`src/hdl/mesi_directory_manager_assert.svh`:
```
// assertion macros for the mesi directory manager
// no dependencies; taken in by every rtl file that asserts
`ifndef MESI_DIRECTORY_MANAGER_ASSERT_SVH
`define MESI_DIRECTORY_MANAGER_ASSERT_SVH
`ifndef ASSERT_OFF
// concurrent check on an explicit clock and active-low reset
`define MDM_ASSERT_CLK(label, clk, rst_n, prop, msg) \
  label: assert property (@(posedge clk) disable iff (!rst_n) (prop)) else $error(msg);
// concurrent check on the usual clk_i / rst_ni pair
`define MDM_ASSERT(label, prop, msg) \
  `MDM_ASSERT_CLK(label, clk_i, rst_ni, prop, msg)
`else
`define MDM_ASSERT_CLK(label, clk, rst_n, prop, msg)
`define MDM_ASSERT(label, prop, msg)
`endif
`endif

```
`src/hdl/mdm_pkg.sv`:
```
// shared types, codes and helpers of the mesi directory manager
// no dependencies; used by mdm_ctrl, mdm_dp and the top level
package mdm_pkg;

  localparam int NUM_CLIENTS = 16;
  // client ids are four bits wide, so at most sixteen clients are tracked
  localparam int CLIENT_LIM  = (NUM_CLIENTS < 16) ? NUM_CLIENTS : 16;
  localparam int IDX_W       = $clog2(CLIENT_LIM);
  localparam int CLIENT_W    = 4;
  localparam int REQ_W       = 4;
  localparam int CNT_W       = 5;

  typedef logic [CLIENT_W-1:0]   client_t;
  typedef logic [CLIENT_LIM-1:0] cmask_t;
  typedef logic [IDX_W-1:0]      idx_t;
  typedef logic [CNT_W-1:0]      cnt_t;

  localparam logic [CLIENT_W:0] CLIENT_LIM_V = (CLIENT_W + 1)'(CLIENT_LIM);

  typedef enum logic [REQ_W-1:0] {
    RQ_I_TO_E          = 4'd0,
    RQ_I_TO_S          = 4'd1,
    RQ_E_TO_I          = 4'd2,
    RQ_M_TO_I          = 4'd3,
    RQ_UNBLOCK_E       = 4'd4,
    RQ_UNBLOCK_S       = 4'd5,
    RQ_UNBLOCK_I       = 4'd6,
    RQ_UNBLOCK_I_DIRTY = 4'd7,
    RQ_CLEAN           = 4'd8,
    RQ_WRITEBACK       = 4'd9,
    RQ_EVICT           = 4'd10
  } req_e;

  typedef enum logic [2:0] {
    ACT_SEND      = 3'd0,
    ACT_WB        = 3'd1,
    ACT_LOCAL_INV = 3'd2,
    ACT_IGNORE    = 3'd3,
    ACT_INVALID   = 3'd4
  } action_e;

  typedef enum logic [2:0] {
    MSG_GRANT_E  = 3'd0,
    MSG_GRANT_S  = 3'd1,
    MSG_GRANT_I  = 3'd2,
    MSG_FWD_E    = 3'd3,
    MSG_FWD_S    = 3'd4,
    MSG_DEMAND_I = 3'd5
  } msg_e;

  // coherence state of the line, one-hot
  typedef enum logic [10:0] {
    MS_I        = 11'b000_0000_0001,
    MS_E        = 11'b000_0000_0010,
    MS_S        = 11'b000_0000_0100,
    MS_IE       = 11'b000_0000_1000,
    MS_EE       = 11'b000_0001_0000,
    MS_EI_PUT   = 11'b000_0010_0000,
    MS_EI_EVICT = 11'b000_0100_0000,
    MS_ES       = 11'b000_1000_0000,
    MS_SS       = 11'b001_0000_0000,
    MS_SIE      = 11'b010_0000_0000,
    MS_SI_EVICT = 11'b100_0000_0000
  } mgr_state_e;

  // sequencer states, one-hot
  typedef enum logic [4:0] {
    CS_IDLE   = 5'b00001,
    CS_DECODE = 5'b00010,
    CS_EMIT_A = 5'b00100,
    CS_WALK   = 5'b01000,
    CS_EMIT_B = 5'b10000
  } ctrl_state_e;

  typedef struct packed {
    action_e action;
    msg_e    kind;
    logic    is_req;
    client_t dest;
    client_t fwd;
  } ev_t;

  // sequencer to datapath
  typedef struct packed {
    logic capture;
    logic commit;
    logic emit_a;
    logic emit_b;
    logic walk_emit;
    logic walk_skip;
    logic walk_fin;
  } ctrl_cmd_t;

  // datapath to sequencer
  typedef struct packed {
    logic a_valid;
    logic b_valid;
    logic walk;
    logic walk_empty;
    logic walk_bit;
    logic out_free;
  } dp_stat_t;

  function automatic ev_t ev_send(msg_e kind, logic is_req, client_t dest, client_t fwd);
    ev_t e;
    e.action = ACT_SEND;
    e.kind   = kind;
    e.is_req = is_req;
    e.dest   = dest;
    e.fwd    = fwd;
    return e;
  endfunction

  function automatic ev_t ev_simple(action_e act);
    ev_t e;
    e.action = act;
    e.kind   = MSG_GRANT_E;
    e.is_req = 1'b0;
    e.dest   = '0;
    e.fwd    = '0;
    return e;
  endfunction

endpackage

```
`src/hdl/mdm_ctrl.sv`:
```
// sequencer of the mesi directory manager
// depends on mdm_pkg and mesi_directory_manager_assert.svh
`include "mesi_directory_manager_assert.svh"

module mdm_ctrl (
  input  logic                 clk_i,
  input  logic                 rst_ni,
  input  logic                 in_valid_i,
  output logic                 in_stall_o,
  input  mdm_pkg::dp_stat_t    stat_i,
  output mdm_pkg::ctrl_cmd_t   cmd_o
);

  mdm_pkg::ctrl_state_e state_q, state_d;

  always_comb begin
    cmd_o      = '0;
    state_d    = state_q;
    in_stall_o = (state_q != mdm_pkg::CS_IDLE);
    unique case (state_q)
      mdm_pkg::CS_IDLE: begin
        if (in_valid_i) begin
          cmd_o.capture = 1'b1;
          state_d       = mdm_pkg::CS_DECODE;
        end
      end
      mdm_pkg::CS_DECODE: begin
        cmd_o.commit = 1'b1;
        state_d      = mdm_pkg::CS_EMIT_A;
      end
      mdm_pkg::CS_EMIT_A: begin
        if (stat_i.a_valid) begin
          if (stat_i.out_free) begin
            cmd_o.emit_a = 1'b1;
            state_d      = stat_i.b_valid ? mdm_pkg::CS_EMIT_B : mdm_pkg::CS_IDLE;
          end
        end else if (stat_i.walk) begin
          state_d = mdm_pkg::CS_WALK;
        end else begin
          state_d = mdm_pkg::CS_IDLE;
        end
      end
      mdm_pkg::CS_WALK: begin
        if (stat_i.walk_empty) begin
          cmd_o.walk_fin = 1'b1;
          state_d        = mdm_pkg::CS_EMIT_B;
        end else if (stat_i.walk_bit) begin
          if (stat_i.out_free) begin
            cmd_o.walk_emit = 1'b1;
          end
        end else begin
          cmd_o.walk_skip = 1'b1;
        end
      end
      mdm_pkg::CS_EMIT_B: begin
        if (!stat_i.b_valid) begin
          state_d = mdm_pkg::CS_IDLE;
        end else if (stat_i.out_free) begin
          cmd_o.emit_b = 1'b1;
          state_d      = mdm_pkg::CS_IDLE;
        end
      end
      default: begin
        state_d = mdm_pkg::CS_IDLE;
      end
    endcase
  end

  always_ff @(posedge clk_i or negedge rst_ni) begin
    if (!rst_ni) begin
      state_q <= mdm_pkg::CS_IDLE;
    end else begin
      state_q <= state_d;
    end
  end

  // a result is only pushed when the output register can take it
  `MDM_ASSERT(a_emit_needs_room, (cmd_o.emit_a || cmd_o.emit_b || cmd_o.walk_emit) |-> stat_i.out_free, "result pushed into a full output register")

endmodule

```
`src/hdl/mdm_dp.sv`:
```
// datapath of the mesi directory manager: line state, message decode,
// sharer walk and output register; depends on mdm_pkg and the assert header
`include "mesi_directory_manager_assert.svh"

module mdm_dp (
  input  logic                          clk_i,
  input  logic                          rst_ni,
  input  logic [mdm_pkg::REQ_W-1:0]     req_type_i,
  input  logic [mdm_pkg::CLIENT_W-1:0]  src_client_i,
  input  mdm_pkg::ctrl_cmd_t            cmd_i,
  output mdm_pkg::dp_stat_t             stat_o,
  input  logic                          out_stall_i,
  output logic                          out_valid_o,
  output logic [2:0]                    action_o,
  output logic [2:0]                    msg_kind_o,
  output logic                          is_request_o,
  output logic [mdm_pkg::CLIENT_W-1:0]  dest_client_o,
  output logic [mdm_pkg::CLIENT_W-1:0]  forward_to_o,
  output logic                          busy_res_o,
  output logic                          last_o
);

  // captured item
  logic [mdm_pkg::REQ_W-1:0] req_q;
  mdm_pkg::client_t          src_q;

  // line state
  mdm_pkg::mgr_state_e st_q, st_d;
  mdm_pkg::client_t    owner_q, owner_d;
  logic                ov_q, ov_d;
  mdm_pkg::cmask_t     mask_q, mask_d;
  mdm_pkg::cnt_t       cnt_q, cnt_d;
  mdm_pkg::cnt_t       need_q, need_d;
  logic                us_q, us_d;
  logic                cs_q, cs_d;

  // result plan of the current item
  mdm_pkg::ev_t    a_q, b_q;
  logic            a_v_q, b_v_q, walk_q;
  mdm_pkg::cmask_t wmask_q;
  mdm_pkg::idx_t   widx_q;

  // decode outputs
  logic                dec_bad;
  mdm_pkg::mgr_state_e dec_st;
  mdm_pkg::client_t    dec_owner;
  logic                dec_ov;
  mdm_pkg::cmask_t     dec_mask;
  mdm_pkg::cnt_t       dec_cnt;
  mdm_pkg::cnt_t       dec_need;
  logic                dec_us, dec_cs;
  logic                dec_a_v, dec_b_v, dec_walk;
  mdm_pkg::ev_t        dec_a, dec_b;
  mdm_pkg::cmask_t     dec_wmask;
  mdm_pkg::cmask_t     src_bit, own_bit, widx_bit;
  mdm_pkg::cnt_t       cnt_inc;

  // output register
  logic         out_valid_q;
  mdm_pkg::ev_t out_ev_q;
  logic         out_busy_q, out_last_q;
  logic         out_free;
  logic         busy_now;

  assign src_bit  = mdm_pkg::cmask_t'(1) << src_q[mdm_pkg::IDX_W-1:0];
  assign own_bit  = mdm_pkg::cmask_t'(1) << owner_q[mdm_pkg::IDX_W-1:0];
  assign widx_bit = mdm_pkg::cmask_t'(1) << widx_q;
  assign cnt_inc  = cnt_q + mdm_pkg::cnt_t'(1);
  assign busy_now = !(st_q == mdm_pkg::MS_I || st_q == mdm_pkg::MS_E || st_q == mdm_pkg::MS_S);
  assign out_free = !out_valid_q || !out_stall_i;

  always_comb begin : decode
    dec_bad   = 1'b0;
    dec_st    = st_q;
    dec_owner = owner_q;
    dec_ov    = ov_q;
    dec_mask  = mask_q;
    dec_cnt   = cnt_q;
    dec_need  = need_q;
    dec_us    = us_q;
    dec_cs    = cs_q;
    dec_a_v   = 1'b0;
    dec_b_v   = 1'b0;
    dec_walk  = 1'b0;
    dec_a     = mdm_pkg::ev_simple(mdm_pkg::ACT_SEND);
    dec_b     = mdm_pkg::ev_simple(mdm_pkg::ACT_SEND);
    dec_wmask = '0;
    if (req_q > mdm_pkg::RQ_EVICT ||
        (req_q != mdm_pkg::RQ_EVICT && {1'b0, src_q} >= mdm_pkg::CLIENT_LIM_V)) begin
      dec_bad = 1'b1;
    end else begin
      unique case (st_q)
        mdm_pkg::MS_I: begin
          if (req_q == mdm_pkg::RQ_I_TO_E || req_q == mdm_pkg::RQ_I_TO_S) begin
            dec_a_v   = 1'b1;
            dec_a     = mdm_pkg::ev_send(mdm_pkg::MSG_GRANT_E, 1'b0, src_q, '0);
            dec_owner = src_q;
            dec_ov    = 1'b1;
            dec_st    = mdm_pkg::MS_IE;
          end else if (req_q == mdm_pkg::RQ_E_TO_I || req_q == mdm_pkg::RQ_M_TO_I) begin
            dec_a_v = 1'b1;
            dec_a   = mdm_pkg::ev_simple(mdm_pkg::ACT_IGNORE);
          end else begin
            dec_bad = 1'b1;
          end
        end
        mdm_pkg::MS_E: begin
          if (req_q == mdm_pkg::RQ_I_TO_E) begin
            // owner asking again for exclusive is a protocol error
            if (ov_q && owner_q == src_q) begin
              dec_bad = 1'b1;
            end else begin
              dec_a_v   = 1'b1;
              dec_a     = mdm_pkg::ev_send(mdm_pkg::MSG_FWD_E, 1'b1, owner_q, src_q);
              dec_owner = src_q;
              dec_ov    = 1'b1;
              dec_st    = mdm_pkg::MS_EE;
            end
          end else if (req_q == mdm_pkg::RQ_I_TO_S) begin
            dec_a_v   = 1'b1;
            dec_a     = mdm_pkg::ev_send(mdm_pkg::MSG_FWD_S, 1'b1, owner_q, src_q);
            dec_mask  = mask_q | own_bit | src_bit;
            dec_owner = '0;
            dec_ov    = 1'b0;
            dec_st    = mdm_pkg::MS_ES;
          end else if (req_q == mdm_pkg::RQ_EVICT) begin
            dec_a_v   = 1'b1;
            dec_a     = mdm_pkg::ev_send(mdm_pkg::MSG_DEMAND_I, 1'b1, owner_q, '0);
            dec_owner = '0;
            dec_ov    = 1'b0;
            dec_st    = mdm_pkg::MS_EI_EVICT;
          end else if (req_q == mdm_pkg::RQ_E_TO_I || req_q == mdm_pkg::RQ_M_TO_I) begin
            dec_a_v = 1'b1;
            if (ov_q && src_q == owner_q) begin
              if (req_q == mdm_pkg::RQ_M_TO_I) begin
                dec_a   = mdm_pkg::ev_simple(mdm_pkg::ACT_WB);
                dec_b_v = 1'b1;
                dec_b   = mdm_pkg::ev_send(mdm_pkg::MSG_GRANT_I, 1'b0, owner_q, '0);
              end else begin
                dec_a   = mdm_pkg::ev_send(mdm_pkg::MSG_GRANT_I, 1'b0, owner_q, '0);
              end
              dec_owner = '0;
              dec_ov    = 1'b0;
              dec_st    = mdm_pkg::MS_EI_PUT;
            end else begin
              dec_a = mdm_pkg::ev_simple(mdm_pkg::ACT_IGNORE);
            end
          end else begin
            dec_bad = 1'b1;
          end
        end
        mdm_pkg::MS_S: begin
          if (req_q == mdm_pkg::RQ_I_TO_S) begin
            dec_a_v  = 1'b1;
            dec_a    = mdm_pkg::ev_send(mdm_pkg::MSG_GRANT_S, 1'b0, src_q, '0);
            dec_mask = mask_q | src_bit;
            dec_st   = mdm_pkg::MS_SS;
          end else if (req_q == mdm_pkg::RQ_I_TO_E || req_q == mdm_pkg::RQ_EVICT) begin
            // sharers get demand-invalidates in the walk; count is settled there
            dec_walk = 1'b1;
            dec_mask = '0;
            dec_cnt  = '0;
            dec_need = '0;
            if (req_q == mdm_pkg::RQ_I_TO_E) begin
              dec_wmask = mask_q & ~src_bit;
              dec_owner = src_q;
              dec_ov    = 1'b1;
              dec_st    = mdm_pkg::MS_SIE;
            end else begin
              dec_wmask = mask_q;
              dec_st    = mdm_pkg::MS_SI_EVICT;
            end
          end else if (req_q == mdm_pkg::RQ_E_TO_I || req_q == mdm_pkg::RQ_M_TO_I) begin
            dec_a_v = 1'b1;
            dec_a   = mdm_pkg::ev_simple(mdm_pkg::ACT_IGNORE);
          end else begin
            dec_bad = 1'b1;
          end
        end
        mdm_pkg::MS_IE, mdm_pkg::MS_EE: begin
          if (req_q == mdm_pkg::RQ_UNBLOCK_E) begin
            dec_st = mdm_pkg::MS_E;
          end else begin
            dec_bad = 1'b1;
          end
        end
        mdm_pkg::MS_EI_PUT: begin
          if (req_q == mdm_pkg::RQ_UNBLOCK_I) begin
            dec_a_v = 1'b1;
            dec_a   = mdm_pkg::ev_simple(mdm_pkg::ACT_LOCAL_INV);
            dec_st  = mdm_pkg::MS_I;
          end else begin
            dec_bad = 1'b1;
          end
        end
        mdm_pkg::MS_EI_EVICT: begin
          if (req_q == mdm_pkg::RQ_UNBLOCK_I) begin
            dec_a_v = 1'b1;
            dec_a   = mdm_pkg::ev_simple(mdm_pkg::ACT_LOCAL_INV);
            dec_st  = mdm_pkg::MS_I;
          end else if (req_q == mdm_pkg::RQ_UNBLOCK_I_DIRTY) begin
            dec_a_v = 1'b1;
            dec_a   = mdm_pkg::ev_simple(mdm_pkg::ACT_WB);
            dec_b_v = 1'b1;
            dec_b   = mdm_pkg::ev_simple(mdm_pkg::ACT_LOCAL_INV);
            dec_st  = mdm_pkg::MS_I;
          end else begin
            dec_bad = 1'b1;
          end
        end
        mdm_pkg::MS_ES: begin
          if (req_q == mdm_pkg::RQ_UNBLOCK_E) begin
            dec_mask  = '0;
            dec_owner = src_q;
            dec_ov    = 1'b1;
            dec_us    = 1'b0;
            dec_cs    = 1'b0;
            dec_st    = mdm_pkg::MS_E;
          end else if (req_q == mdm_pkg::RQ_UNBLOCK_S) begin
            if (us_q) begin
              dec_bad = 1'b1;
            end else begin
              dec_us = 1'b1;
            end
          end else if (req_q == mdm_pkg::RQ_CLEAN || req_q == mdm_pkg::RQ_WRITEBACK) begin
            if (cs_q) begin
              dec_bad = 1'b1;
            end else begin
              dec_cs = 1'b1;
              if (req_q == mdm_pkg::RQ_WRITEBACK) begin
                dec_a_v = 1'b1;
                dec_a   = mdm_pkg::ev_simple(mdm_pkg::ACT_WB);
              end
            end
          end else begin
            dec_bad = 1'b1;
          end
          // both halves of the handoff seen: settle in shared
          if (!dec_bad && dec_st == mdm_pkg::MS_ES && dec_us && dec_cs) begin
            dec_us = 1'b0;
            dec_cs = 1'b0;
            dec_st = mdm_pkg::MS_S;
          end
        end
        mdm_pkg::MS_SS: begin
          if (req_q == mdm_pkg::RQ_UNBLOCK_S) begin
            dec_st = mdm_pkg::MS_S;
          end else begin
            dec_bad = 1'b1;
          end
        end
        mdm_pkg::MS_SIE, mdm_pkg::MS_SI_EVICT: begin
          if (req_q == mdm_pkg::RQ_UNBLOCK_I) begin
            dec_cnt = cnt_inc;
            if (cnt_inc == need_q) begin
              dec_a_v = 1'b1;
              if (st_q == mdm_pkg::MS_SI_EVICT) begin
                dec_a  = mdm_pkg::ev_simple(mdm_pkg::ACT_LOCAL_INV);
                dec_st = mdm_pkg::MS_I;
              end else begin
                dec_a  = mdm_pkg::ev_send(mdm_pkg::MSG_GRANT_E, 1'b0, owner_q, '0);
                dec_st = mdm_pkg::MS_IE;
              end
            end
          end else begin
            dec_bad = 1'b1;
          end
        end
        default: begin
          dec_bad = 1'b1;
        end
      endcase
    end
    // an invalid message touches no state and gives a single error result
    if (dec_bad) begin
      dec_st    = st_q;
      dec_owner = owner_q;
      dec_ov    = ov_q;
      dec_mask  = mask_q;
      dec_cnt   = cnt_q;
      dec_need  = need_q;
      dec_us    = us_q;
      dec_cs    = cs_q;
      dec_walk  = 1'b0;
      dec_wmask = '0;
      dec_b_v   = 1'b0;
      dec_a_v   = 1'b1;
      dec_a     = mdm_pkg::ev_simple(mdm_pkg::ACT_INVALID);
    end
  end

  always_comb begin : next_state
    st_d    = st_q;
    owner_d = owner_q;
    ov_d    = ov_q;
    mask_d  = mask_q;
    cnt_d   = cnt_q;
    need_d  = need_q;
    us_d    = us_q;
    cs_d    = cs_q;
    if (cmd_i.commit) begin
      st_d    = dec_st;
      owner_d = dec_owner;
      ov_d    = dec_ov;
      mask_d  = dec_mask;
      cnt_d   = dec_cnt;
      need_d  = dec_need;
      us_d    = dec_us;
      cs_d    = dec_cs;
    end
    if (cmd_i.walk_emit) begin
      need_d = need_q + mdm_pkg::cnt_t'(1);
    end
    // nobody to invalidate: finish at once
    if (cmd_i.walk_fin && need_q == '0) begin
      st_d = (st_q == mdm_pkg::MS_SIE) ? mdm_pkg::MS_IE : mdm_pkg::MS_I;
    end
  end

  always_ff @(posedge clk_i or negedge rst_ni) begin
    if (!rst_ni) begin
      st_q    <= mdm_pkg::MS_I;
      owner_q <= '0;
      ov_q    <= 1'b0;
      mask_q  <= '0;
      cnt_q   <= '0;
      need_q  <= '0;
      us_q    <= 1'b0;
      cs_q    <= 1'b0;
    end else begin
      st_q    <= st_d;
      owner_q <= owner_d;
      ov_q    <= ov_d;
      mask_q  <= mask_d;
      cnt_q   <= cnt_d;
      need_q  <= need_d;
      us_q    <= us_d;
      cs_q    <= cs_d;
    end
  end

  always_ff @(posedge clk_i) begin
    if (cmd_i.capture) begin
      req_q <= req_type_i;
      src_q <= src_client_i;
    end
    if (cmd_i.commit) begin
      a_q <= dec_a;
      b_q <= dec_b;
    end else if (cmd_i.walk_fin) begin
      b_q <= (st_q == mdm_pkg::MS_SIE) ?
             mdm_pkg::ev_send(mdm_pkg::MSG_GRANT_E, 1'b0, owner_q, '0) :
             mdm_pkg::ev_simple(mdm_pkg::ACT_LOCAL_INV);
    end
  end

  always_ff @(posedge clk_i or negedge rst_ni) begin
    if (!rst_ni) begin
      a_v_q   <= 1'b0;
      b_v_q   <= 1'b0;
      walk_q  <= 1'b0;
      wmask_q <= '0;
      widx_q  <= '0;
    end else begin
      if (cmd_i.commit) begin
        a_v_q   <= dec_a_v;
        b_v_q   <= dec_b_v;
        walk_q  <= dec_walk;
        wmask_q <= dec_wmask;
        widx_q  <= '0;
      end else if (cmd_i.walk_emit) begin
        wmask_q <= wmask_q & ~widx_bit;
        widx_q  <= widx_q + mdm_pkg::idx_t'(1);
      end else if (cmd_i.walk_skip) begin
        widx_q  <= widx_q + mdm_pkg::idx_t'(1);
      end else if (cmd_i.walk_fin) begin
        b_v_q   <= (need_q == '0);
      end
    end
  end

  // output register
  always_ff @(posedge clk_i or negedge rst_ni) begin
    if (!rst_ni) begin
      out_valid_q <= 1'b0;
    end else if (cmd_i.emit_a || cmd_i.emit_b || cmd_i.walk_emit) begin
      out_valid_q <= 1'b1;
    end else if (!out_stall_i) begin
      out_valid_q <= 1'b0;
    end
  end

  always_ff @(posedge clk_i) begin
    if (cmd_i.emit_a) begin
      out_ev_q   <= a_q;
      out_busy_q <= busy_now;
      out_last_q <= !b_v_q;
    end else if (cmd_i.emit_b) begin
      out_ev_q   <= b_q;
      out_busy_q <= busy_now;
      out_last_q <= 1'b1;
    end else if (cmd_i.walk_emit) begin
      out_ev_q   <= mdm_pkg::ev_send(mdm_pkg::MSG_DEMAND_I, 1'b1,
                                     mdm_pkg::client_t'(widx_q), '0);
      out_busy_q <= busy_now;
      out_last_q <= ((wmask_q & ~widx_bit) == '0);
    end
  end

  assign stat_o.a_valid    = a_v_q;
  assign stat_o.b_valid    = b_v_q;
  assign stat_o.walk       = walk_q;
  assign stat_o.walk_empty = (wmask_q == '0);
  assign stat_o.walk_bit   = wmask_q[widx_q];
  assign stat_o.out_free   = out_free;

  assign out_valid_o   = out_valid_q;
  assign action_o      = out_ev_q.action;
  assign msg_kind_o    = out_ev_q.kind;
  assign is_request_o  = out_ev_q.is_req;
  assign dest_client_o = out_ev_q.dest;
  assign forward_to_o  = out_ev_q.fwd;
  assign busy_res_o    = out_busy_q;
  assign last_o        = out_last_q;

  `MDM_ASSERT(a_walk_on_sharer, cmd_i.walk_emit |-> wmask_q[widx_q], "demand-invalidate sent to a non-sharer")
  `MDM_ASSERT(a_need_bounded, need_q <= mdm_pkg::cnt_t'(mdm_pkg::CLIENT_LIM), "invalidation count beyond client count")
  `MDM_ASSERT(a_e_has_owner, (st_q == mdm_pkg::MS_E) |-> ov_q, "exclusive state without an owner")
  `MDM_ASSERT(a_no_stale_sharers, (st_q == mdm_pkg::MS_I || st_q == mdm_pkg::MS_E) |-> (mask_q == '0), "sharers left in invalid or exclusive state")

endmodule

```
`src/hdl/mesi_directory_manager.sv`:
```
// top level of the mesi directory manager
// depends on mdm_pkg, mdm_ctrl and mdm_dp
//
// directory-side mesi manager for one cache line. each input item is a
// coherence message from a client (or a local evict demand) and yields zero
// to sixteen result items, the final one flagged by last_o; an invalid
// message yields a single error item and leaves the line untouched. one item
// is handled at a time: in_stall_o drops only when the sequencer is idle, and
// the next item is taken while the previous result still sits in the single
// output register. a shared-line upgrade or evict walks the sharer mask one
// client per cycle while the output is not stalled.
module mesi_directory_manager (
  input  logic                          clk_i,
  input  logic                          rst_ni,
  // item input
  input  logic                          in_valid_i,
  output logic                          in_stall_o,
  input  logic [mdm_pkg::REQ_W-1:0]     req_type_i,
  input  logic [mdm_pkg::CLIENT_W-1:0]  src_client_i,
  // result output
  output logic                          out_valid_o,
  input  logic                          out_stall_i,
  output logic [2:0]                    action_o,
  output logic [2:0]                    msg_kind_o,
  output logic                          is_request_o,
  output logic [mdm_pkg::CLIENT_W-1:0]  dest_client_o,
  output logic [mdm_pkg::CLIENT_W-1:0]  forward_to_o,
  output logic                          busy_res_o,
  output logic                          last_o
);

  // command and status between sequencer and datapath
  mdm_pkg::ctrl_cmd_t cmd;
  mdm_pkg::dp_stat_t  stat;

  // sequencer: capture, decode, first result, sharer walk, closing result
  mdm_ctrl u_ctrl (
    .clk_i      (clk_i),
    .rst_ni     (rst_ni),
    .in_valid_i (in_valid_i),
    .in_stall_o (in_stall_o),
    .stat_i     (stat),
    .cmd_o      (cmd)
  );

  // line state, message decode, walk registers and output register
  mdm_dp u_dp (
    .clk_i         (clk_i),
    .rst_ni        (rst_ni),
    .req_type_i    (req_type_i),
    .src_client_i  (src_client_i),
    .cmd_i         (cmd),
    .stat_o        (stat),
    .out_stall_i   (out_stall_i),
    .out_valid_o   (out_valid_o),
    .action_o      (action_o),
    .msg_kind_o    (msg_kind_o),
    .is_request_o  (is_request_o),
    .dest_client_o (dest_client_o),
    .forward_to_o  (forward_to_o),
    .busy_res_o    (busy_res_o),
    .last_o        (last_o)
  );

endmodule
```
`config.mk`:
```
export PLATFORM = sky130hd
export DESIGN_NAME = mesi_directory_manager
export DESIGN_NICKNAME = d
export VERILOG_FILES = /design/src/hdl/mdm_pkg.sv /design/src/hdl/mdm_ctrl.sv /design/src/hdl/mdm_dp.sv /design/src/hdl/mesi_directory_manager.sv
export VERILOG_INCLUDE_DIRS = /design/src /design/src/hdl
export SDC_FILE = /design/constraint.sdc
export NUM_CORES = 1
export LEC_CHECK = 0
export BUFFER_PORTS_ARGS = -buffer_cell sky130_fd_sc_hd__buf_4
export CAP_MARGIN = 25
export CORE_UTILIZATION = 50
export DETAILED_ROUTE_END_ITERATION = 7
export GPL_ROUTABILITY_DRIVEN = 0
export HOLD_SLACK_MARGIN = 0.06
export PLACE_DENSITY = 0.67
export SLEW_MARGIN = 20
export SYNTH_ARGS = -nofsm -noshare
export SYNTH_HDL_FRONTEND = slang
export SYNTH_SLANG_ARGS = --single-unit
```
`constraint.sdc`:
```
create_clock -name clk_i -period 3.6 [get_ports clk_i]
set_input_delay 0 -clock clk_i [delete_from_list [all_inputs] [get_ports clk_i]]
set_output_delay 0 -clock clk_i [all_outputs]
set_load 0.05 [all_outputs]
```
* Yosys cells after proc, flatten, opt, wreduce, memory -nomap -nowiden *
Index checks and enable logic that the tools add are counted.

storage, ports and cells
  register bits = 128
  word-level logic and storage cells = 386

cells by class
  reduce and logical (&&, ||, !) cells = 47
  equal/unequal tests = 65
  mux-type cells = 222
  shift operators = 3
  $add $sub $neg = 3
  order comparisons = 2
  bitwise logic cells = 9

operator list
  cell                  count
  $mux 15               27
  $mux 11               26
  $mux 16               13
  $pmux 15 s7           1
  $mux 1                101
  $pmux 11 s9           1
  $mux 14               6
  $mux 5                15
  $mux 4                17
  $or 16x16->16         3
  $pmux 16 s3           1
  $shl 1x4->16 const A  3
  $mux 13               3
  $and 16x16->16        2
  $logic_not 16->1      2
  $not 16->16           2
  $pmux 15 s2           1
  $pmux 5 s5            1
  $eq 11x8->1 const B   2
  $ne 2x2->1 const B    11
  $eq 4x3->1 const B    4
  $pmux 4 s4            1
  $ne 3x3->1 const B    5
  $ne 2x1->1 const B    7
  57 further kinds      96

* Logic depth before layout (Yosys ltp) *
Gate-level depths: netlist of the first run.

  word-level depth = 17
  depth in mapped cells = 11

* Cells and area by module *
A second synthesis of the first run with hierarchy kept.

unflattened totals
  cell total of the unflattened synthesis = 748
  area total of the unflattened synthesis = 6904.1 sq um

modules (own cells, without submodules)
  module    times used  cells an instance  seq. area each (sq um)  area each (sq um)
  mdm_dp    1           706                3084.2                  6537.5
  mdm_ctrl  1           42                 126.4                   366.6

* Least setup slack after synthesis of the first run *
No wires, ideal clock.

  kind = reg-to-reg
  start = register u_dp.widx_q[0]
  end = register u_dp.out_ev_q (netlist bit u_dp.action_o[0]) (enable)
  library setup time = 375 ps
  path slack = 950 ps
  cell stages (with the launch flop) = 7
  arrival time = 2275 ps
  cells stage by stage = dfrtp_1 > buf_2 > mux4_2 > mux4_2 > nand3_1 > clkbuf_1 > nand2b_1

between the ends
  word-level cells in the longest chain between the ends = 6

RTL lines
  item                                line            text
  start, declared                     mdm_dp.sv:41    mdm_pkg::idx_t widx_q;
  start signal, assigned              mdm_dp.sv:373   widx_q <= widx_q + mdm_pkg::idx_t'(1);
  start signal, assigned              mdm_dp.sv:375   widx_q <= widx_q + mdm_pkg::idx_t'(1);
  $bmux 1 s4                          mdm_dp.sv:414   assign stat_o.walk_bit = wmask_q[widx_q];
  $mux 1 (implied by the code)        mdm_dp.sv:414
  $mux 1                              mdm_ctrl.sv:47  end else if (stat_i.walk_bit) begin
  $mux 2                              mdm_ctrl.sv:44  if (stat_i.walk_empty) begin
  $mux 3                              mdm_ctrl.sv:20  unique case (state_q)
  $reduce_bool 3->1 (no source line)  -
  end signal, assigned                mdm_dp.sv:395   out_ev_q <= a_q;
  end signal, assigned                mdm_dp.sv:399   out_ev_q <= b_q;
  end signal, assigned                mdm_dp.sv:403   out_ev_q <= mdm_pkg::ev_send(mdm_pkg::MSG_DEMAND_I, 1'b1,
  end, declared                       mdm_dp.sv:60    mdm_pkg::ev_t out_ev_q;

Every way passes these cells. The select of a mux whose other input is x is not followed.
A chain may end at the register's enable or synchronous reset.

* Worst setup path in the final report of the first run *
  start = register u_dp.st_q[10]
  end = register u_dp.st_q[9]

between the ends
  word-level cells in the longest chain between the ends = 13

RTL lines
  item                            line           text
  start, declared                 mdm_dp.sv:28   mdm_pkg::mgr_state_e st_q, st_d;
  start signal, assigned          mdm_dp.sv:322  st_q <= mdm_pkg::MS_I;
  start signal, assigned          mdm_dp.sv:331  st_q <= st_d;
  $mux 11                         -
  $mux 11                         mdm_dp.sv:92   unique case (st_q)
  $mux 11                         mdm_dp.sv:88   if (req_q > mdm_pkg::RQ_EVICT ||
  $eq 11x8->1                     mdm_dp.sv:239  if (!dec_bad && dec_st == mdm_pkg::MS_ES && dec_us && dec_cs) begin
  $logic_and 1x1->1 (3 in a row)  mdm_dp.sv:239
  $mux 11                         mdm_dp.sv:239
  $pmux 11 s9                     mdm_dp.sv:92
  $mux 11                         mdm_dp.sv:88
  $mux 11                         mdm_dp.sv:275  if (dec_bad) begin
  $mux 11                         mdm_dp.sv:301  if (cmd_i.commit) begin
  $mux 11                         mdm_dp.sv:315  if (cmd_i.walk_fin && need_q == '0) begin

Several ways; a longest one is shown, not always the timed one. The select of a mux whose other input is x is not followed.

==> results.yml, run 1 <==
run_status:
  outcome: "finished, final reports clean"
die:
  core_area_mm2: 0.01282
  initial_utilization_pct: 52.14
  die_y_um: 117.6
  pin_count: 31
  die_w_um: 117.6
  rows: 41
  die_area_mm2: 0.01384
global_routing:
  wire_length_of_the_first_global_routing_pass_mm: 26.65
  globalRoute.totalOverflow: 0
  initial_antenna_violation_count: 0
  vias_in_the_first_global_route: 5126
  grt_max_degree: 74
  grt_usage_pct: 24.59
yosys:
  synth_enable_flop_cells: 46
  post_synth_instance_area_mm2: 0.006686
  fraction_of_registers_with_async_set_or_reset_after_synthesis_pct: 61.34
  post_synth_num_cell_types: 72
  synth-seq-cells: 119
  ys_dominant_reg_cell: "dfrtp_1"
  synth-warning-count: 0
  syn-instance-count: 683
  syn_area_per_cell_um2: 9.790
  mappedNetlistNets: 704
  fraction_of_the_yosys_area_taken_by_sequential_cells_pct: 48.02
detailed_routing:
  drt.antenna.violating_nets: 0
  finalWirelength_mm: 16.77
  dr_total_vias: 5608
  first_iter_violations: 772
  detail_route.drc_violations: 0
  first_pass_iters: 6
  viasPerCell: 6.231
  wl_per_cell_um: 18.63
clock_network:
  cts-buffers-inserted: 17
  clk_pin_slew_worst_paths_ns: 0.06
  cts.hold.buffers_added: 11
  tritoncts_num_sinks: 119
  clock_latency_ns: 0.41
  cts_setup_buffers: 0
  clock_path_buffers: 2
  root_buffer: "clkbuf_16"
  cts_max_level: 4
  cts-resized-gates: 0
  cts_tree: "built"
timing:
  report.final.hold_viol_count: 0
  setup-violations-final: 0
  fmax_ghz: 0.3267
  min_clock_period_post_route_ns: 3.060
  timing.final.crit_share_pct: 85.01
  slew_viol_final: 0
  rsz0062_at_grt: "no"
  maxSlewHeadroom_pct: 39.23
  final.setup_skew_ns: 0.007061
  post_route_setup_tns_ns: 0
  worst_slew_pin_slew_ns: 0.9082
layout:
  layout.cells.most_common_list: "71 x dfrtp_1, 67 x nor2_1, 63 x o21ai_0"
  diodes: 0
  post_route_cells_drive_above_1_share_pct: 13.87
  syn_to_final_growth_pct: 15.98
  fin_nets: 736
  multiInputGateArea_mm2: 0.003214
  nFillCells: 1063
  layout.cells.most_common: "dfrtp_1"
  seqCellArea_mm2: 0.003211
power:
  cellLeakagePower_nw: 3.096
  p_per_area_mw_per_mm2: 539.1
  power_consumption_mw: 4.181
  vdd.ir_drop.worst_mv: 0.3337
worst_hold_path:
  timing.hold.worst.class: "input port to async pin"
run:
  max_cap_violations: 0
setup_path:
  cp_data_arrival_time_ns: 3.41
  timing.setup.critical_path_class: "register to register"
  worst_setup_path_end_kind: "register"
  worst_r2r_path_depth: 8
  worstPathRequired_ns: 3.95
  crit_path_max_fanout: 9
  critPathLaunchType: "register"
placed_design:
  port_buffers: 30
  detailed_place_hpwl_mm: 11.62
==> metal layers <==
metal | vias up | part of all wire (%) | global-route usage [%]
met5 | - | 0 | 0
met4 | 0 | 3.1 | 11.30
met3 | 42 | 7.6 | 5.329
met2 | 281 | 43 | 35.29
met1 | 2660 | 46 | 35.42
li1 | 2625 | - | -
==> cell type report <==
cell class              count  share of cell area (%)
multi-input cells         502                   41.45
flip-flops and latches    119                   41.40
clock buffers              19                   5.712
repair buffers             50                   5.453
well taps                 172                   2.775
clock inverters            13                   2.001
inverters                  25                   1.210
==> worst max-delay path, cell delays in order (launching register included) <==
cell      delay, ns
dfrtp_1        0.48
nor3_4         0.34
nor4b_1        0.37
o311ai_0       0.31
a32oi_1        0.31
nand3_1        0.22
nor2_1         0.26
and3_1         0.46
a32o_1         0.24
==> kinds of logic after synthesis <==
family	count (synthesis)	share of synthesized area, %
AO/OA/AOI/OAI	191	18.64
buffers and inverters	62	3.911
XOR/XNOR	18	2.358
adder cells (fa/ha/maj)	9	1.684
flip-flops	119	48.02
multiplexers	23	4.547
AND/OR/NAND/NOR	261	20.85
==> cell usage after synthesis (all sizes together) (4+ instances only) <==
cell    instances  area share [%]
o21a            4            0.45
edfxtp         46              21
nor4b           6            0.79
o211ai         21             2.4
xnor2          12             1.6
and2           15             1.4
buf            11             1.0
nand3b          8            0.90
nand3          22             1.6
o22ai          23             2.2
o21ai          63             4.7
a22o            9             1.2
o32ai           7            0.92
nand2b         18             1.7
nor3b           4            0.52
a32o            6            0.90
nor3           18             1.5
nand2          53             3.0
or2             5            0.47
a21oi          29             2.2
mux2            9             1.5
mux2i           9             1.3
nand4           7            0.65
inv            23             1.3
or3             7            0.65
dfrtp          71              27
clkbuf         26             1.5
xor2            6            0.79
nor4           11             1.3
nor2           67             3.8
ha              9             1.7
mux4            5             1.7
and3            5            0.47
==> flip-flops by register name, indices dropped and copies added, names as in the netlist, 3 cells and up <==
signal and cells:
u_dp.msg_kind_o 3, u_dp.src_q 4, u_dp.mask_q 16, u_dp.req_q 4, u_dp.need_q 5, u_dp.st_q 11, u_dp.action_o 3, u_dp.owner_q 4
u_dp.a_q 15, u_ctrl.state_q 5, u_dp.dest_client_o 4, u_dp.widx_q 4, u_dp.cnt_q 5, u_dp.forward_to_o 4, u_dp.b_q 6, u_dp.wmask_q 16
==> through the flow <==
step                hold WS [ns]  instances  instance area, µm²  worst slack [ns]  util (%)
floorplan                -0.2956        683                6686            0.9501         -
global placement          0.1781        855                7012            0.6814     54.67
detailed placement        0.1794        855                7012            0.5740     54.67
CTS                       0.2972        898                7720            0.5524     60.20
global route             0.09280        900                7755            0.3590     60.47
finish                   0.06888        900                7755            0.5395     60.47
==> worst paths after layout <==
kind / start / slack, ns / endpoint
setup / recovery: u_dp.st_q[10] / 0.54 / u_dp.st_q[9]
hold / removal: rst_ni / 0.07 / u_dp.need_q[2]
setup reg to reg: u_dp.st_q[10] / 0.54 / u_dp.st_q[9]
hold reg to reg: u_dp.walk_q / 0.49 / u_dp.walk_q
max in group asynchronous: rst_ni / 2.93 / u_ctrl.state_q[0]
min in group clk_i: src_client_i[0] / 0.30 / u_dp.src_q[0]
==> power breakdown <==
| part | switching, mW | internal [mW] |
|---|---|---|
| logic | 0.464 | 0.271 |
| clock network | 0.618 | 1.10 |
| registers | 0.154 | 1.57 |
No activity file was read; power rests on OpenSTA's default activity.
==> inputs of run 2 (changes only) <==
--- a/config.mk
+++ b/config.mk
@@ -6,6 +6,7 @@
 export SDC_FILE = /design/constraint.sdc
 export NUM_CORES = 1
 export LEC_CHECK = 0
+export ABC_AREA = 1
 export BUFFER_PORTS_ARGS = -buffer_cell sky130_fd_sc_hd__buf_4
 export CAP_MARGIN = 25
 export CORE_UTILIZATION = 50
==> run 2 against run 1 <==
  * Die area rose by 7.8%
  * Final cell count grew 31%
  * Via count is 20% higher
  * Critical path type unchanged
  * Largest power group unchanged
  * Highest routed layer unchanged
==> results.yml, run 2 <==
power:
  vdd.ir_drop.worst_mv: 0.3918
  power_report.internal_total_mw: 2.929
  cellLeakagePower_nw: 3.703
  p_per_area_mw_per_mm2: 526.2
  power.switching_mw: 1.429
  pwr-share-clk_pct: 38.9
  sequential_cell_fraction_of_total_power_pct: 39.8
  switching_share_of_total_power_pct: 32.78
  share_comb_of_total_power_pct: 21.3
detailed_routing:
  drt.antenna.violating_nets: 0
  detail_route.drc_violations: 0
  wl_per_cell_um: 16.72
  finalWirelength_mm: 19.65
  viasPerCell: 5.721
  first_iter_violations: 695
  first_pass_iters: 6
  dr_total_vias: 6722
timing:
  final.setup_skew_ns: 0.01284
  report.final.hold_viol_count: 0
  slew_viol_final: 0
  timing.final.crit_share_pct: 81.70
  min_clock_period_post_route_ns: 2.941
  fmax_ghz: 0.3400
  worst_hold_slack_ns: 0.07285
  maxSlewHeadroom_pct: 41.62
  setup-violations-final: 0
  rsz0062_at_grt: "no"
  final.setup.worst_slack_ns: 0.6589
  post_route_setup_tns_ns: 0
  worst_slew_pin_slew_ns: 0.8725
layout:
  layout.cells.most_common_list: "211 x nand2_1, 104 x inv_1, 102 x nor2_1"
  fin_nets: 1003
  syn_to_final_growth_pct: 14.73
  diodes: 0
  layout.cells.most_common: "nand2_1"
  top_regs: "u_dp.mask_q: 16 flops, u_dp.wmask_q: 16 flops, u_dp.a_q: 15 flops"
  post_route_cells_drive_above_1_share_pct: 12.26
clock_network:
  tritoncts_num_sinks: 119
  clk_pin_slew_worst_paths_ns: 0.05
  cts-buffers-inserted: 17
  cts_max_level: 4
  clock_latency_ns: 0.43
  cts_tree: "built"
  clock_path_buffers: 2
  root_buffer: "clkbuf_16"
setup_path:
  crit_path_max_fanout: 17
  critPathLaunchType: "register"
  setup.worst_path.start: "u_dp.widx_q[0]"
  worstPathRequired_ns: 3.60
  worst-r2r-setup-slack_ns: 0.66
  timing.setup.critical_path_class: "register to register"
  timing.rr.start: "u_dp.widx_q[0]"
  worst_setup_path_end_kind: "register"
  cp_data_arrival_time_ns: 2.94
run_status:
  outcome: "finished, final reports clean"
yosys:
  syn_area_per_cell_um2: 7.656
  synth_enable_flop_cells: 46
  synth-seq-cells: 119
  ys_dominant_reg_cell: "dfrtp_1"
  fraction_of_registers_with_async_set_or_reset_after_synthesis_pct: 61.34
  fraction_of_the_yosys_area_taken_by_sequential_cells_pct: 44.47
  post_synth_instance_area_mm2: 0.007219
  yosysTopAreaCell: "dfrtp_1"
  syn-instance-count: 943
  synth.top_cells.by_area: "dfrtp_1 25%, edfxtp_1 19%, nand2_1 11%"
  post_synth_num_cell_types: 46
  mappedNetlistNets: 964
  ys_top_cells_by_count: "211 x nand2_1, 104 x inv_1, 102 x nor2_1"
  synth_most_common_cell: "nand2_1"
  share_of_the_synthesized_area_in_the_top_cell_type_pct: 24.61
  synth-warning-count: 0
global_routing:
  initial_antenna_violation_count: 0
  grt_usage_pct: 27.92
  wire_length_of_the_first_global_routing_pass_mm: 31.28
  globalRoute.totalOverflow: 0
  vias_in_the_first_global_route: 6083
  grt_max_degree: 74
die:
  initial_utilization_pct: 51.61
  die_y_um: 122.2
  die_area_mm2: 0.01492
  rows: 43
  die_w_um: 122.2
  pin_count: 31
  core_area_mm2: 0.01399
placed_design:
  detailed_place_hpwl_mm: 13.99
  port_buffers: 30
  place_worst_setup_slack_ns: 0.6732
run:
  max_cap_violations: 0
worst_hold_path:
  timing.hold.worst.class: "input port to async pin"
-- run 2: changes by cell type after synthesis, sizes merged, moves of 27 or more --
cell / before / now
nand2: 53 / 221
inv: 23 / 117
nand3: 22 / 91
nor2: 67 / 116
nand4: 7 / 34
o21ai: 63 / 90
-- run 2: timing repair --
item	CTS	global route
endpoints found under the setup margin	0	0
endpoints found under the hold margin	83	0
resized for setup	0	0
hold buffers	11	0
setup buffers	0	0
-- run 2: final cells by class --
class	count	area (µm²)
clock buffer	19	442.9
multi-input combinational	675	3411
inverter	121	454.2
clock inverter	13	135.1
timing repair buffer	48	404.1
sequential	119	3211
fill	1306	5705
tap	180	225.2
-- run 2: cell families (layout without fill, tap and decap cells) --
logic type	count (synthesis)	after routing	share of synthesized area [%]
AND/OR/NAND/NOR	497	497	31.84
flip-flops	119	119	44.47
adder cells (fa/ha/maj)	9	9	1.560
multiplexers	5	5	0.7798
XOR/XNOR	9	9	1.092
buffers and inverters	149	201	8.284
AO/OA/AOI/OAI	155	155	11.98
-- run 2: path summary, 6_finish.rpt --
path / to / cells past startpoint
min in group clk_i: u_dp.req_q[3] / 2
setup reg to reg: u_dp.forward_to_o[0] / 7
setup / recovery: u_dp.forward_to_o[0] / 7
hold reg to reg: u_dp.walk_q / 2
hold / removal: u_dp.cnt_q[2] / 2
max in group asynchronous: u_dp.mask_q[12] / 3
-- run 2: critical path, stage by stage (launching register included) --
cell and delay [ns]:
dfrtp_1 0.60, inv_1 0.28, o21ai_0 0.20, o21ai_0 0.10, o211ai_1 0.23, nand2_1 0.13, nand2_1 0.39, nand2_1 0.58
-- run 2: metal layers --
metal,wire length [µm],GRT usage [%],vias up,share of wire [%]
met5,0,0,-,0
met4,578,13.72,0,2.9
met3,1530,6.742,55,7.8
met2,8742,41.38,286,44
met1,8796,38.12,3130,45
li1,-,-,3251,-
-- run 2: power groups by stage --
stage               sequential [mW]  clock (mW)  combinational [mW]
floorplan                      1.77           0               0.617
global placement               1.75           0               0.903
detailed placement             1.75           0               0.907
CTS                            1.73        1.71               0.920
global route                   1.75        1.77                1.02
finish                         1.73        1.70               0.929
-- run 2: through the flow --
stage | util (%) | total power [mW] | instances | area, µm²
4_1_cts | 58.99 | 4.365 | 1173 | 8252
3_3_place_gp | 54.07 | 2.654 | 1130 | 7564
2_1_floorplan | - | 2.387 | 943 | 7219
5_1_grt | 59.21 | 4.541 | 1175 | 8283
3_5_place_dp | 54.07 | 2.660 | 1130 | 7564
6_report | 59.21 | 4.358 | 1175 | 8283
==> inputs of run 3 (changes only) <==
--- a/config.mk
+++ b/config.mk
@@ -6,14 +6,14 @@
 export SDC_FILE = /design/constraint.sdc
 export NUM_CORES = 1
 export LEC_CHECK = 0
-export ABC_AREA = 1
+export ABC_AREA = 0
 export BUFFER_PORTS_ARGS = -buffer_cell sky130_fd_sc_hd__buf_4
 export CAP_MARGIN = 25
 export CORE_UTILIZATION = 50
 export DETAILED_ROUTE_END_ITERATION = 7
 export GPL_ROUTABILITY_DRIVEN = 0
 export HOLD_SLACK_MARGIN = 0.06
-export PLACE_DENSITY = 0.67
+export PLACE_DENSITY = 0.7
 export SLEW_MARGIN = 20
 export SYNTH_ARGS = -nofsm -noshare
 export SYNTH_HDL_FRONTEND = slang
==> constraint.sdc (replaced) <==
create_clock -name clk_i -period 2.6 [get_ports clk_i]
set_input_delay 0 -clock clk_i [delete_from_list [all_inputs] [get_ports clk_i]]
set_output_delay 0 -clock clk_i [all_outputs]
set_load 0.05 [all_outputs]
==> run 3 against run 2 <==
  * Critical path depth up 1
  * Register-to-register slack got worse by 0.62 ns
  * Routed wire length decreased by 11%
  * Total power rose by 40%
  * Fmax increased by 15%
  * Sequential share of layout area shrank 0.32 points
  * Via count shrank 13%
==> results.yml, run 3 (same netlist as run 1, synthesis figures left out) <==
setup_path:
  timing.rr.start: "u_dp.st_q[0]"
  slowest_stage_cell_crit_path: "dfstp_2"
  crit_path_cell_trace: "or4b_4 > a21o_1 > a32oi_2 > nand3_2 > nor2_2 > o211ai_1 > buf_4 > mux2i_1"
  worstPathRequired_ns: 2.92
  crit_path_max_fanout: 8
  critPathLaunchType: "register"
  worst_path_largest_cell_delay_ns: 0.62
  worst-r2r-setup-slack_ns: 0.04
  worst_setup_path_end_kind: "register"
  worst_r2r_path_depth: 8
  timing.setup.critical_path_class: "register to register"
  r2r-end: "u_dp.owner_q[2]"
  cp_data_arrival_time_ns: 2.87
timing:
  timing.final.crit_share_pct: 98.33
  worst_slew_pin_slew_ns: 0.6176
  worst_hold_slack_ns: 0.05906
  slew_viol_final: 0
  maxSlewHeadroom_pct: 58.45
  setup-violations-final: 0
  min_clock_period_post_route_ns: 2.556
  final.setup.worst_slack_ns: 0.04353
  report.final.hold_viol_count: 0
  rsz0062_at_grt: "yes"
  fmax_ghz: 0.3912
  final.setup_skew_ns: 0.009186
placed_design:
  port_buffers: 30
  detailed_place_hpwl_mm: 12.59
  placed_cell_area_mm2: 0.007442
  place_worst_setup_slack_ns: -0.02045
clock_network:
  tritoncts_num_sinks: 119
  cts-buffers-inserted: 17
  cts_tree: "built"
  root_buffer: "clkbuf_16"
  clock_latency_ns: 0.42
  cts_max_level: 4
  clock_path_buffers: 2
  clk_pin_slew_worst_paths_ns: 0.06
run:
  max_cap_violations: 0
global_routing:
  vias_in_the_first_global_route: 5646
  grt_max_degree: 74
  grt_usage_pct: 25.83
  initial_antenna_violation_count: 0
  globalRoute.totalOverflow: 0
  wire_length_of_the_first_global_routing_pass_mm: 28.35
power:
  cellLeakagePower_nw: 3.443
  power_consumption_mw: 6.119
  p_per_area_mw_per_mm2: 731.5
  vdd.ir_drop.worst_mv: 0.5664
layout:
  layout.cells.most_common_list: "100 x buf_4, 67 x dfrtp_1, 65 x nor2_1"
  nFillCells: 1001
  diodes: 0
  seqCellArea_mm2: 0.003216
  multiInputGateArea_mm2: 0.003303
  fin_nets: 798
  finish.instance_area_mm2: 0.008366
  syn_to_final_growth_pct: 25.11
  layout.cells.most_common: "buf_4"
  post_route_cells_drive_above_1_share_pct: 23.42
  top_regs: "u_dp.mask_q: 16 flops, u_dp.wmask_q: 16 flops, u_dp.a_q: 15 flops"
run_status:
  outcome: "finished, final reports clean"
die:
  rows: 41
  initial_utilization_pct: 52.14
  die_w_um: 117.6
  pin_count: 31
  die_y_um: 117.6
  core_area_mm2: 0.01282
  die_area_mm2: 0.01384
detailed_routing:
  finalWirelength_mm: 17.42
  dr_total_vias: 5831
  drt.antenna.violating_nets: 0
  first_pass_iters: 5
  viasPerCell: 6.061
  wl_per_cell_um: 18.11
  detail_route.drc_violations: 0
  first_iter_violations: 770
worst_hold_path:
  timing.hold.worst.class: "input port to async pin"
[run 3: cell types whose count changed in the layout (fill, tap and decap cells not counted), sizes merged, moves of 8 or more]
| cell | delta |
|---|---|
| and2 | +15 |
| o22ai | +13 |
| xnor2 | +8 |
| nand2 | -168 |
| o21ai | -27 |
| o211ai | +15 |
| nand4 | -27 |
| nand3 | -69 |
| nand2b | +18 |
| inv | -93 |
| a31oi | -9 |
| mux2i | +9 |
| nor2 | -49 |
| buf | +64 |
[run 3: how the worst max path moves through the flow]
| stage | depth (start not counted) | from | to | slack (ns) |
|---|---|---|---|---|
| 3_3_place_gp | 7 | u_dp.widx_q[0] | u_dp.widx_q[3] | 0.009 |
| 2_1_floorplan | 7 | u_dp.widx_q[0] | u_dp.widx_q[3] | 0.009 |
| 4_1_cts | 8 | u_dp.st_q[0] | u_dp.owner_q[2] | 0.02 |
| 3_5_place_dp | 7 | u_dp.widx_q[0] | u_dp.widx_q[3] | -0.02 |
| 6_report | 8 | u_dp.st_q[0] | u_dp.owner_q[2] | 0.04 |
| 5_1_grt | 10 | u_dp.req_q[1] | u_dp.st_q[5] | -0.04 |
[run 3: final cells by class]
| type | count | area share [%] |
|---|---|---|
| Timing Repair Buffer | 112 | 10.62 |
| Multi-Input combinational cell | 502 | 39.49 |
| Inverter | 25 | 1.167 |
| Sequential cell | 119 | 38.44 |
| Tap cell | 172 | 2.573 |
| Clock inverter | 13 | 2.423 |
| Clock buffer | 19 | 5.295 |
[run 3: per-stage QoR]
stage | std cells | utilization [%] | setup TNS (ns)
after floorplan | 683 | - | 0
after global placement | 912 | 58.03 | 0
after detailed placement | 912 | 58.03 | -0.02045
after CTS | 955 | 63.94 | 0
after global routing | 962 | 65.23 | -0.2406
final | 962 | 65.23 | 0
[run 3: power by group]
| part | internal (mW) | leakage [nW] | switching, mW |
|---|---|---|---|
| registers | 2.18 | 1.42 | 0.165 |
| clock network | 1.72 | 0.313 | 0.849 |
| logic | 0.474 | 1.71 | 0.731 |
[run 3: worst max-delay path: cells and delay by family, from the launching register on]
kind / cells / cell delay, ns
mux: 1 / 0.19
flops: 1 / 0.62
simple gates: 3 / 0.84
buf+inv: 1 / 0.19
compound gates: 3 / 0.62
[run 3: per-layer routing]
metal	vias to the layer above	share of wire [%]	global-route usage [%]
met5	-	0	0
met4	0	2.2	9.936
met3	37	6.2	5.620
li1	2745	-	-
met1	2798	45	35.23
met2	251	46	40.18
[run 3: repair_timing]
item                                    in CTS  in global routing
pin swaps                                    0                  4
buffers inserted                             0                  6
hold buffers                                11                  0
gates resized for setup                      2                 25
hold endpoints to repair                    84                  0
endpoints found under the setup margin       3                 40
